`config.mk`:
```
export PLATFORM = sky130hd
export DESIGN_NAME = ordered_integer_list_engine_unit
export DESIGN_NICKNAME = d
export VERILOG_FILES = /design/src/hw/rtl/olle_pkg.sv /design/src/hw/rtl/olle_ram.sv /design/src/hw/rtl/ordered_integer_list_engine_unit.sv
export VERILOG_INCLUDE_DIRS = /design/src /design/src/hw/rtl
export SDC_FILE = /design/constraint.sdc
export NUM_CORES = 1
export LEC_CHECK = 0
export ABC_AREA = 1
export BUFFER_PORTS_ARGS = -buffer_cell sky130_fd_sc_hd__buf_2
export CAP_MARGIN = 20
export CORE_MARGIN = 3
export CORE_UTILIZATION = 56
export DETAILED_ROUTE_END_ITERATION = 12
export PLACE_DENSITY = 0.84
export SYNTH_ARGS = -nofsm -noshare
export SYNTH_HDL_FRONTEND = slang
export SYNTH_SLANG_ARGS = --single-unit
```
`constraint.sdc`:
```
create_clock -name clk_i -period 4.51 [get_ports clk_i]
set_input_delay 0.902 -clock clk_i [delete_from_list [all_inputs] [get_ports clk_i]]
set_output_delay 0.902 -clock clk_i [all_outputs]
set_load 0.005 [all_outputs]
```
`src/hw/rtl/ordered_integer_list_engine_unit_macros.svh`:
```
// Assertion macros for the ordered integer list engine.
// Used by the RTL files that carry concurrent checks; expects clk_i and rst_ni in scope.
`ifndef ORDERED_INTEGER_LIST_ENGINE_UNIT_MACROS_SVH
`define ORDERED_INTEGER_LIST_ENGINE_UNIT_MACROS_SVH

// same-cycle implication, disabled in reset
`define OLLE_ASSERT_NOW(label, ante, cons, msg) \
  label: assert property (@(posedge clk_i) disable iff (!rst_ni) (ante) |-> (cons)) \
    else $error(msg);

// next-cycle implication, disabled in reset
`define OLLE_ASSERT_NEXT(label, ante, cons, msg) \
  label: assert property (@(posedge clk_i) disable iff (!rst_ni) (ante) |=> (cons)) \
    else $error(msg);

`endif

```
`src/hw/rtl/olle_pkg.sv`:
```
// Shared constants, codes and helpers for the ordered integer list engine.
// No dependencies; used by olle_ram users and the top level.
package olle_pkg;

  // list geometry
  localparam int Depth      = 16;
  localparam int MaxResults = 16;
  localparam int IdxW       = $clog2(Depth);
  localparam int CntW       = $clog2(Depth + 1);

  // field widths
  localparam int DataW      = 32;
  localparam int OpW        = 3;
  localparam int StatusW    = 2;
  localparam int PosW       = 4;
  localparam int EntryCntW  = 5;

  localparam logic [IdxW:0] DepthWide = (IdxW + 1)'(Depth);

  typedef enum logic [OpW-1:0] {
    OP_APPEND  = 3'd0,
    OP_INSERT  = 3'd1,
    OP_DELETE  = 3'd2,
    OP_REVERSE = 3'd3,
    OP_SEARCH  = 3'd4,
    OP_DUMP    = 3'd5
  } op_e;

  typedef enum logic [StatusW-1:0] {
    ST_OK        = 2'd0,
    ST_FULL      = 2'd1,
    ST_NOT_FOUND = 2'd2,
    ST_EMPTY     = 2'd3
  } status_e;

  // Map a logical list index to a RAM address. The list is a ring that starts
  // at head_ptr and runs up (dir = 0) or down (dir = 1) modulo Depth.
  function automatic logic [IdxW-1:0] phys_idx(input logic [IdxW-1:0] head_ptr,
                                               input logic            dir,
                                               input logic [IdxW-1:0] idx);
    logic [IdxW:0] sum;
    logic [IdxW:0] dif;
    sum = {1'b0, head_ptr} + {1'b0, idx};
    if (sum >= DepthWide) sum = sum - DepthWide;
    dif = {1'b0, head_ptr} - {1'b0, idx};
    if (head_ptr < idx) dif = dif + DepthWide;
    return dir ? dif[IdxW-1:0] : sum[IdxW-1:0];
  endfunction

endpackage

```
`src/hw/rtl/olle_ram.sv`:
```
// Generic single-write, single-read RAM with registered read data.
// No dependencies.
module olle_ram #(
  parameter int Width = 32,
  parameter int Depth = 16
) (
  input  logic                     clk_i,
  input  logic                     we_i,
  input  logic [$clog2(Depth)-1:0] waddr_i,
  input  logic [Width-1:0]         wdata_i,
  input  logic [$clog2(Depth)-1:0] raddr_i,
  output logic [Width-1:0]         rdata_o
);

  logic [Width-1:0] mem_q [Depth];
  logic [Width-1:0] rdata_q;

  // write port and registered read port
  always_ff @(posedge clk_i) begin
    if (we_i) mem_q[waddr_i] <= wdata_i;
    rdata_q <= mem_q[raddr_i];
  end

  assign rdata_o = rdata_q;

endmodule

```
`src/hw/rtl/ordered_integer_list_engine_unit.sv`:
```
// Ordered integer list engine: a bounded list of signed 32-bit entries held in one RAM.
// Depends on olle_pkg, olle_ram and ordered_integer_list_engine_unit_macros.svh.
//
// An item is taken when start_i is high and busy_o is low; each result shows for one
// cycle with done_o and cannot be held off by the receiver. Append, reverse, opcodes
// on a full or empty list and unused opcodes finish at once: the result follows in
// the next cycle and busy_o stays low. Insert, delete and search walk the list one
// entry per cycle through the RAM's single read port, with busy_o high while they
// walk (search stops at its first match). Dump streams one entry per cycle,
// count results in all. Reverse costs nothing in the RAM: the list lives in a ring
// whose start and direction flip. No clearing pass is needed after reset.
module ordered_integer_list_engine_unit (
  input  logic                                clk_i,
  input  logic                                rst_ni,
  input  logic                                start_i,
  output logic                                busy_o,
  input  logic [olle_pkg::OpW-1:0]            opcode_i,
  input  logic signed [olle_pkg::DataW-1:0]   operand_i,
  output logic                                done_o,
  output logic [olle_pkg::StatusW-1:0]        status_o,
  output logic [olle_pkg::PosW-1:0]           position_o,
  output logic signed [olle_pkg::DataW-1:0]   element_o,
  output logic [olle_pkg::EntryCntW-1:0]      entry_count_o,
  output logic                                last_o
);

  `include "ordered_integer_list_engine_unit_macros.svh"

  typedef enum logic [1:0] {
    S_IDLE = 2'b01,
    S_WALK = 2'b10
  } state_e;

  state_e                               state_q, state_d;
  olle_pkg::op_e                        op_q, op_d;
  logic signed [olle_pkg::DataW-1:0]    val_q, val_d;
  logic [olle_pkg::CntW-1:0]            count_q, count_d;
  logic [olle_pkg::IdxW-1:0]            head_q, head_d;
  logic                                 dir_q, dir_d;
  logic [olle_pkg::CntW-1:0]            k_q, k_d;
  logic                                 found_q, found_d;
  logic [olle_pkg::DataW-1:0]           carry_q, carry_d;

  // result register
  logic                                 done_q, done_d;
  olle_pkg::status_e                    status_q, status_d;
  logic [olle_pkg::PosW-1:0]            pos_q, pos_d;
  logic [olle_pkg::DataW-1:0]           elem_q, elem_d;
  logic                                 last_q, last_d;

  // RAM port
  logic                                 ram_we;
  logic [olle_pkg::IdxW-1:0]            ram_waddr;
  logic [olle_pkg::DataW-1:0]           ram_wdata;
  logic [olle_pkg::IdxW-1:0]            ram_raddr;
  logic [olle_pkg::DataW-1:0]           ram_rdata;

  logic                                 is_full;
  logic                                 is_empty;
  logic                                 rd_less;
  logic                                 rd_equal;
  logic                                 dump_last;
  logic [olle_pkg::CntW-1:0]            k_inc;
  logic [olle_pkg::IdxW-1:0]            k_idx;
  logic [olle_pkg::IdxW-1:0]            cnt_idx;

  olle_ram #(
    .Width (olle_pkg::DataW),
    .Depth (olle_pkg::Depth)
  ) u_ram (
    .clk_i   (clk_i),
    .we_i    (ram_we),
    .waddr_i (ram_waddr),
    .wdata_i (ram_wdata),
    .raddr_i (ram_raddr),
    .rdata_o (ram_rdata)
  );

  assign is_full   = (count_q == olle_pkg::CntW'(olle_pkg::Depth));
  assign is_empty  = (count_q == '0);
  assign rd_less   = ($signed(ram_rdata) < val_q);
  assign rd_equal  = (ram_rdata == val_q);
  assign k_inc     = k_q + olle_pkg::CntW'(1);
  assign k_idx     = k_q[olle_pkg::IdxW-1:0];
  assign cnt_idx   = count_q[olle_pkg::IdxW-1:0];
  assign dump_last = (k_inc == count_q) || (32'(k_inc) == 32'(olle_pkg::MaxResults));

  // control: accept, walk the list, emit results
  always_comb begin
    state_d   = state_q;
    op_d      = op_q;
    val_d     = val_q;
    count_d   = count_q;
    head_d    = head_q;
    dir_d     = dir_q;
    k_d       = k_q;
    found_d   = found_q;
    carry_d   = carry_q;
    done_d    = 1'b0;
    status_d  = olle_pkg::ST_OK;
    pos_d     = '0;
    elem_d    = '0;
    last_d    = 1'b1;
    ram_we    = 1'b0;
    ram_waddr = olle_pkg::phys_idx(head_q, dir_q, k_idx);
    ram_wdata = carry_q;
    ram_raddr = olle_pkg::phys_idx(head_q, dir_q, k_inc[olle_pkg::IdxW-1:0]);

    case (state_q)
      S_IDLE: begin
        ram_raddr = olle_pkg::phys_idx(head_q, dir_q, '0);
        if (start_i) begin
          op_d    = olle_pkg::op_e'(opcode_i);
          val_d   = operand_i;
          k_d     = '0;
          found_d = 1'b0;
          case (opcode_i)
            olle_pkg::OP_APPEND: begin
              done_d = 1'b1;
              if (is_full) begin
                status_d = olle_pkg::ST_FULL;
              end else begin
                ram_we    = 1'b1;
                ram_waddr = olle_pkg::phys_idx(head_q, dir_q, cnt_idx);
                ram_wdata = operand_i;
                count_d   = count_q + olle_pkg::CntW'(1);
              end
            end
            olle_pkg::OP_INSERT: begin
              if (is_full) begin
                done_d   = 1'b1;
                status_d = olle_pkg::ST_FULL;
              end else begin
                state_d = S_WALK;
              end
            end
            olle_pkg::OP_DELETE, olle_pkg::OP_SEARCH, olle_pkg::OP_DUMP: begin
              if (is_empty) begin
                done_d   = 1'b1;
                status_d = olle_pkg::ST_EMPTY;
              end else begin
                state_d = S_WALK;
              end
            end
            olle_pkg::OP_REVERSE: begin
              done_d = 1'b1;
              if (is_empty) begin
                status_d = olle_pkg::ST_EMPTY;
              end else begin
                // the old tail becomes the head, walking the other way
                head_d = olle_pkg::phys_idx(head_q, dir_q,
                                            olle_pkg::IdxW'(count_q - olle_pkg::CntW'(1)));
                dir_d  = ~dir_q;
              end
            end
            default: begin
              done_d = 1'b1;
            end
          endcase
        end
      end

      S_WALK: begin
        if (k_q < count_q) begin
          // ram_rdata holds entry k_q; the read of k_q + 1 is in flight
          k_d = k_inc;
          case (op_q)
            olle_pkg::OP_INSERT: begin
              if (found_q) begin
                ram_we  = 1'b1;
                carry_d = ram_rdata;
              end else if (!rd_less) begin
                ram_we    = 1'b1;
                ram_wdata = val_q;
                carry_d   = ram_rdata;
                found_d   = 1'b1;
              end
            end
            olle_pkg::OP_DELETE: begin
              if (found_q) begin
                // close the gap: entry k moves down to k - 1
                ram_we    = 1'b1;
                ram_waddr = olle_pkg::phys_idx(head_q, dir_q,
                                               olle_pkg::IdxW'(k_q - olle_pkg::CntW'(1)));
                ram_wdata = ram_rdata;
              end else if (rd_equal) begin
                found_d = 1'b1;
              end
            end
            olle_pkg::OP_SEARCH: begin
              if (rd_equal) begin
                done_d  = 1'b1;
                pos_d   = olle_pkg::PosW'(k_q);
                state_d = S_IDLE;
              end
            end
            olle_pkg::OP_DUMP: begin
              done_d = 1'b1;
              pos_d  = olle_pkg::PosW'(k_q);
              elem_d = ram_rdata;
              last_d = dump_last;
              if (dump_last) state_d = S_IDLE;
            end
            default: begin
              state_d = S_IDLE;
            end
          endcase
        end else begin
          // past the tail: finish the operation
          state_d = S_IDLE;
          done_d  = 1'b1;
          case (op_q)
            olle_pkg::OP_INSERT: begin
              ram_we    = 1'b1;
              ram_waddr = olle_pkg::phys_idx(head_q, dir_q, cnt_idx);
              ram_wdata = found_q ? carry_q : val_q;
              count_d   = count_q + olle_pkg::CntW'(1);
            end
            olle_pkg::OP_DELETE: begin
              if (found_q) begin
                count_d = count_q - olle_pkg::CntW'(1);
              end else begin
                status_d = olle_pkg::ST_NOT_FOUND;
              end
            end
            default: begin
              status_d = olle_pkg::ST_NOT_FOUND;
            end
          endcase
        end
      end

      default: begin
        state_d = S_IDLE;
      end
    endcase
  end

  // control registers
  always_ff @(posedge clk_i or negedge rst_ni) begin
    if (!rst_ni) begin
      state_q <= S_IDLE;
      count_q <= '0;
      head_q  <= '0;
      dir_q   <= 1'b0;
      k_q     <= '0;
      found_q <= 1'b0;
      done_q  <= 1'b0;
    end else begin
      state_q <= state_d;
      count_q <= count_d;
      head_q  <= head_d;
      dir_q   <= dir_d;
      k_q     <= k_d;
      found_q <= found_d;
      done_q  <= done_d;
    end
  end

  // payload registers
  always_ff @(posedge clk_i) begin
    op_q     <= op_d;
    val_q    <= val_d;
    carry_q  <= carry_d;
    status_q <= status_d;
    pos_q    <= pos_d;
    elem_q   <= elem_d;
    last_q   <= last_d;
  end

  assign busy_o        = (state_q != S_IDLE);
  assign done_o        = done_q;
  assign status_o      = status_q;
  assign position_o    = pos_q;
  assign element_o     = elem_q;
  assign entry_count_o = olle_pkg::EntryCntW'(count_q);
  assign last_o        = last_q;

  // checks
  `OLLE_ASSERT_NOW(a_count_bound, 1'b1, count_q <= olle_pkg::CntW'(olle_pkg::Depth), "count above depth")
  `OLLE_ASSERT_NOW(a_walk_bound, state_q == S_WALK, k_q <= count_q, "walk index past count")
  `OLLE_ASSERT_NOW(a_stream_continues, done_o && !last_o, state_q == S_WALK, "dump stream cut short")
  `OLLE_ASSERT_NEXT(a_item_progress, start_i && !busy_o, done_o || busy_o, "accepted item lost")

endmodule
```
==> metrics, run 1 <==
drt first pass iters=6; largest net degree at the start of global routing=257; htree depth=3; # setup viols final=0; Max Slew Vio Count=0; commonest non-fill, non-tap cells in the layout=edfxtp_1, nand2_1, nor2_1; arrival time worst endpoint=4.41 ns; critical path type=register to register; Setup Fix Bufs, Post-CTS=0; worst rel slew slack=0.297; RSZ-0062 raised after global routing=false; Longest Clk Path Bufs=3; DP HPWL=51.0 mm; Clock Pin Slew Worst Setup and Hold Paths=0.06 ns; Avg Inst Size Synth=10.6 um2; design area=0.0340 mm2; min-delay worst type=input port to async pin; I/O pin count=84; status=complete, no violations; Worst Path Max Fanout=32; Final Cycle Share=0.913; initial antenna violation count=0; WL/cell=22.6 um; GPL Wtd Cong=0.952; Die Width=237 um; Worst Skew=0.0238 ns; crit end category=register; initial core utilization=0.568; Inserted Clock Buffers=69; Syn-to-layout area delta=13.4%; Rows=84; Via-to-Cell Ratio=6.30; via count=23013; core area=0.0528 mm2; Die Ht=237 um; Post-Syn Instances=2828; diode count=0; Nets=3018; hold buffer count at CTS=0; Yosys cell types=52; root buffer cell=clkbuf_16; post-synthesis net count=2932; Clock Latency Late Sink=0.61 ns; Synthesis Warnings=0; grt ovf=0; total track usage=0.292; commonest non-fill, non-tap cell in the layout=edfxtp_1; Synth Flop Type=edfxtp_1; setup tns final=0 ns; die area=0.0563 mm2; Final min period=4.12 ns; initial drt markers=3285; TritonCTS clock tree=built; Post-synth EDFFs=579; share of flip-flops with an asynchronous set or reset=0.0284; maxcap violations=0; post-detailed-route count of antenna-violating nets=0; vias in the first global route=22240; Least-Margin Pin Slew=1.05 ns; endpoints failing hold=0; register area share after synthesis=0.643; register bit total from synthesis=669; total clock sinks=669; share of layout cells above drive strength 1=0.110; Critical Path Start Type=register; worst path required time=4.80 ns; Post-CTS Resized=0; fmax=243 MHz; # DRC=0; DRT Wirelength=82.5 mm; # port buffers=83; Post-Syn Area=0.0300 mm2; first-pass GRT wire length=127 mm; placed cell areas=0.0318 mm2
-- synth_stat cells, drive strengths merged, types with 2 or more instances --
cell | count | share of area
edfxtp | 579 | 0.58
nor2 | 441 | 0.056
nand2 | 433 | 0.054
o21ai | 341 | 0.057
inv | 231 | 0.029
clkbuf | 124 | 0.016
dfxtp | 71 | 0.047
a31oi | 70 | 0.015
a21oi | 67 | 0.011
o22ai | 64 | 0.013
ha | 61 | 0.025
nand3 | 56 | 0.0097
buf | 45 | 0.0078
nand4 | 36 | 0.0075
a221oi | 33 | 0.0096
a32oi | 32 | 0.0094
o21bai | 32 | 0.0080
o221ai | 31 | 0.0091
dfrtp | 18 | 0.015
xor2 | 13 | 0.0044
xnor2 | 12 | 0.0038
nor3 | 10 | 0.0020
fa | 5 | 0.0033
o21a | 4 | 0.0010
o31ai | 3 | 0.00075
a21o | 2 | 0.00050
nand3b | 2 | 0.00050
o211ai | 2 | 0.00050
or2 | 2 | 0.00042
-- through the flow --
stage | instances | worst slack, ns | hold slack (ns) | util
2_1_floorplan | 2828 | 0.0374 | 0.408 | -
3_3_place_gp | 3531 | 0.537 | 0.448 | 0.602
3_5_place_dp | 3531 | 0.514 | 0.448 | 0.602
4_1_cts | 3654 | 0.443 | 0.253 | 0.644
5_1_grt | 3654 | 0.103 | 0.281 | 0.644
6_report | 3654 | 0.394 | 0.254 | 0.644
-- cell families after synthesis --
family	after synthesis	share of synthesized area
buffers and inverters	401	0.0524
AOI/OAI and AO/OA	685	0.136
adders and majority gates	66	0.0288
DFF	669	0.643
and+or+nand+nor	982	0.131
xor gates and xnor gates	25	0.00818
-- worst max-delay path, cell delays in order (launching register included) --
cell and delay (ns):
dfrtp_1 0.50, inv_2 0.13, ha_1 0.33, a21oi_1 0.16, o21a_1 0.15, nand2_1 0.09, inv_1 0.50, buf_4 0.34
o21ai_0 0.09, o21ai_0 0.29, nand2_1 0.20, a21oi_1 0.22, nand2_1 0.31, nor2_4 0.23, buf_12 0.24
-- registers in the layout (all words and copies together), names as in the netlist, 2 cells and up --
signal         cells
op_q               3
u_ram.mem_q      512
entry_count_o      5
status_o           2
val_q             32
element_o         32
k_q                5
carry_q           32
position_o         4
state_q            2
u_ram.rdata_o     32
head_q             4
-- path summary, 6_finish.rpt --
path	start	endpoint	slack, ns	cells past startpoint
max reg2reg	entry_count_o[2]	u_ram.mem_q[13][16]	0.39	14
min	rst_ni	k_q[4]	0.25	1
max	entry_count_o[2]	u_ram.mem_q[13][16]	0.39	14
min in group clk_i	u_ram.rdata_o[21]	carry_q[21]	0.47	0
min reg2reg	u_ram.rdata_o[21]	carry_q[21]	0.47	0
max in group asynchronous	rst_ni	state_q[0]	3.90	1
-- routing by layer --
| metal | GRT usage | wire (um) | up-vias | share of wire |
|---|---|---|---|---|
| met3 | 0.0513 | 10300 | 242 | 0.12 |
| met5 | 0 | 0 | - | 0 |
| met1 | 0.418 | 31700 | 10897 | 0.38 |
| met2 | 0.445 | 37500 | 1714 | 0.45 |
| li1 | - | - | 10160 | - |
| met4 | 0.126 | 2970 | 0 | 0.036 |
-- area by class of cell --
class,count,area [um2]
clock buffers,87,1860
clock inverters,36,375
fillers,3754,18800
inverters,232,876
multi-input cells,1758,9270
flip-flops and latches,669,19300
well taps,688,861
repair buffers,184,1460
Power of run 1 is left out: the tool's default activity adds up to more than one toggle a clock period on the data nets, which glitch-free logic cannot reach.
==> run 2, diff against run 1 <==
- CORE_MARGIN: 3 -> 8
- PLACE_DENSITY: 0.84 -> 0.81
- clock period: 4.51 -> 4.62 ns (I/O delays scaled with it)
==> metrics, run 2 (synthesis results as in run 1) <==
Fill cells=3809; total track usage=0.264; grt ovf=0; Final min period=4.09 ns; commonest non-fill, non-tap cells in the layout=edfxtp_1, nand2_1, nor2_1; htree depth=3; # port buffers=83; vias in the first global route=21933; worst setup margin=0.529 ns; Nets=3017; root buffer cell=clkbuf_16; Post-Place Setup Slack=0.578 ns; worst rel slew slack=0.337; # DRC=0; GRT Max-Usage Layer=met2; critical path type=register to register; via count=22690; Worst Skew=0.0288 ns; fmax=244 MHz; Worst Path Max Fanout=21; Setup Fix Bufs, Post-CTS=0; first-pass GRT wire length=126 mm; GRT met3 Usage=0.0538; Final Cycle Share=0.885; Critical Path Start Type=register; DP HPWL=51.1 mm; worst path required time=4.91 ns; Least-Margin Pin Slew=0.995 ns; arrival time worst endpoint=4.38 ns; GPL Wtd Cong=0.931; largest reg by FF count=u_ram.mem_q; endpoints failing hold=0; Clock Pin Slew Worst Setup and Hold Paths=0.06 ns; TritonCTS clock tree=built; Syn-to-layout area delta=13.2%; crit end category=register; commonest non-fill, non-tap cell in the layout=edfxtp_1; Die Ht=247 um; total clock sinks=669; initial core utilization=0.568; Die Width=247 um; FF/Latch Area=0.0193 mm2; # setup viols final=0; number of flip-flops under the largest register name=512; Via-to-Cell Ratio=6.21; hold_ws=0.269 ns; Rows=84; die area=0.0612 mm2; share of layout cells above drive strength 1=0.112; met2 GRT Util=0.419; Longest Clk Path Bufs=3; multi-input logic area=0.00927 mm2; RSZ-0062 raised after global routing=false; drt first pass iters=6; DRT Wirelength=81.9 mm; initial antenna violation count=3; setup tns final=0 ns; Max Slew Vio Count=0; Post-CTS Resized=0; Clock Latency Late Sink=0.62 ns; post-detailed-route count of antenna-violating nets=0; WL/cell=22.4 um; largest net degree at the start of global routing=257; status=complete, no violations; initial drt markers=3048; maxcap violations=0; met1 Track Usage GR=0.358; core area=0.0528 mm2; I/O pin count=84; hold buffer count at CTS=0; utilization after layout=0.643; min-delay worst type=input port to async pin; Inserted Clock Buffers=66
run 2: area by class of cell:
class | count | area share
Timing Repair Buffer | 186 | 0.0420
Multi-Input combinational cell | 1758 | 0.273
Clock inverter | 37 | 0.0132
Inverter | 232 | 0.0258
Clock buffer | 82 | 0.0520
Sequential cell | 669 | 0.568
Antenna cell | 1 | 0.0000737
Tap cell | 688 | 0.0254
run 2: path summary, 6_finish.rpt:
kind / from / depth (start not counted) / end / slack [ns]
max: k_q[1] / 17 / u_ram.mem_q[14][14] / 0.53
min: rst_ni / 1 / k_q[3] / 0.27
max reg2reg: k_q[1] / 17 / u_ram.mem_q[14][14] / 0.53
min reg2reg: u_ram.rdata_o[31] / 0 / carry_q[31] / 0.48
max in group asynchronous: rst_ni / 1 / state_q[0] / 4.00
min in group clk_i: u_ram.rdata_o[31] / 0 / carry_q[31] / 0.48
run 2: routing by layer:
layer	share of wire	up-vias
met2	0.47	1566
met3	0.11	227
met1	0.39	10751
met4	0.030	2
met5	0.00016	-
li1	-	10144
run 2: worst max-delay path, stage by stage (launching register included):
cell	delay, ns
dfrtp_1	0.44
inv_1	0.15
ha_1	0.45
nor2_1	0.07
inv_1	0.07
o21ai_0	0.20
fa_1	0.46
xnor2_1	0.17
inv_1	0.08
o21ai_0	0.07
nand2_1	0.10
nand3_1	0.08
a22oi_1	0.40
inv_1	0.13
a21oi_1	0.14
nand2_1	0.26
nor2_4	0.18
buf_4	0.31
run 2: stage by stage:
step                instance area, um2  std cells
CTS                              33900       3652
global placement                 31700       3533
detailed placement               31700       3533
floorplan                        30000       2828
finish                           33900       3653
global route                     33900       3652
Power of run 2 is left out for the same reason.
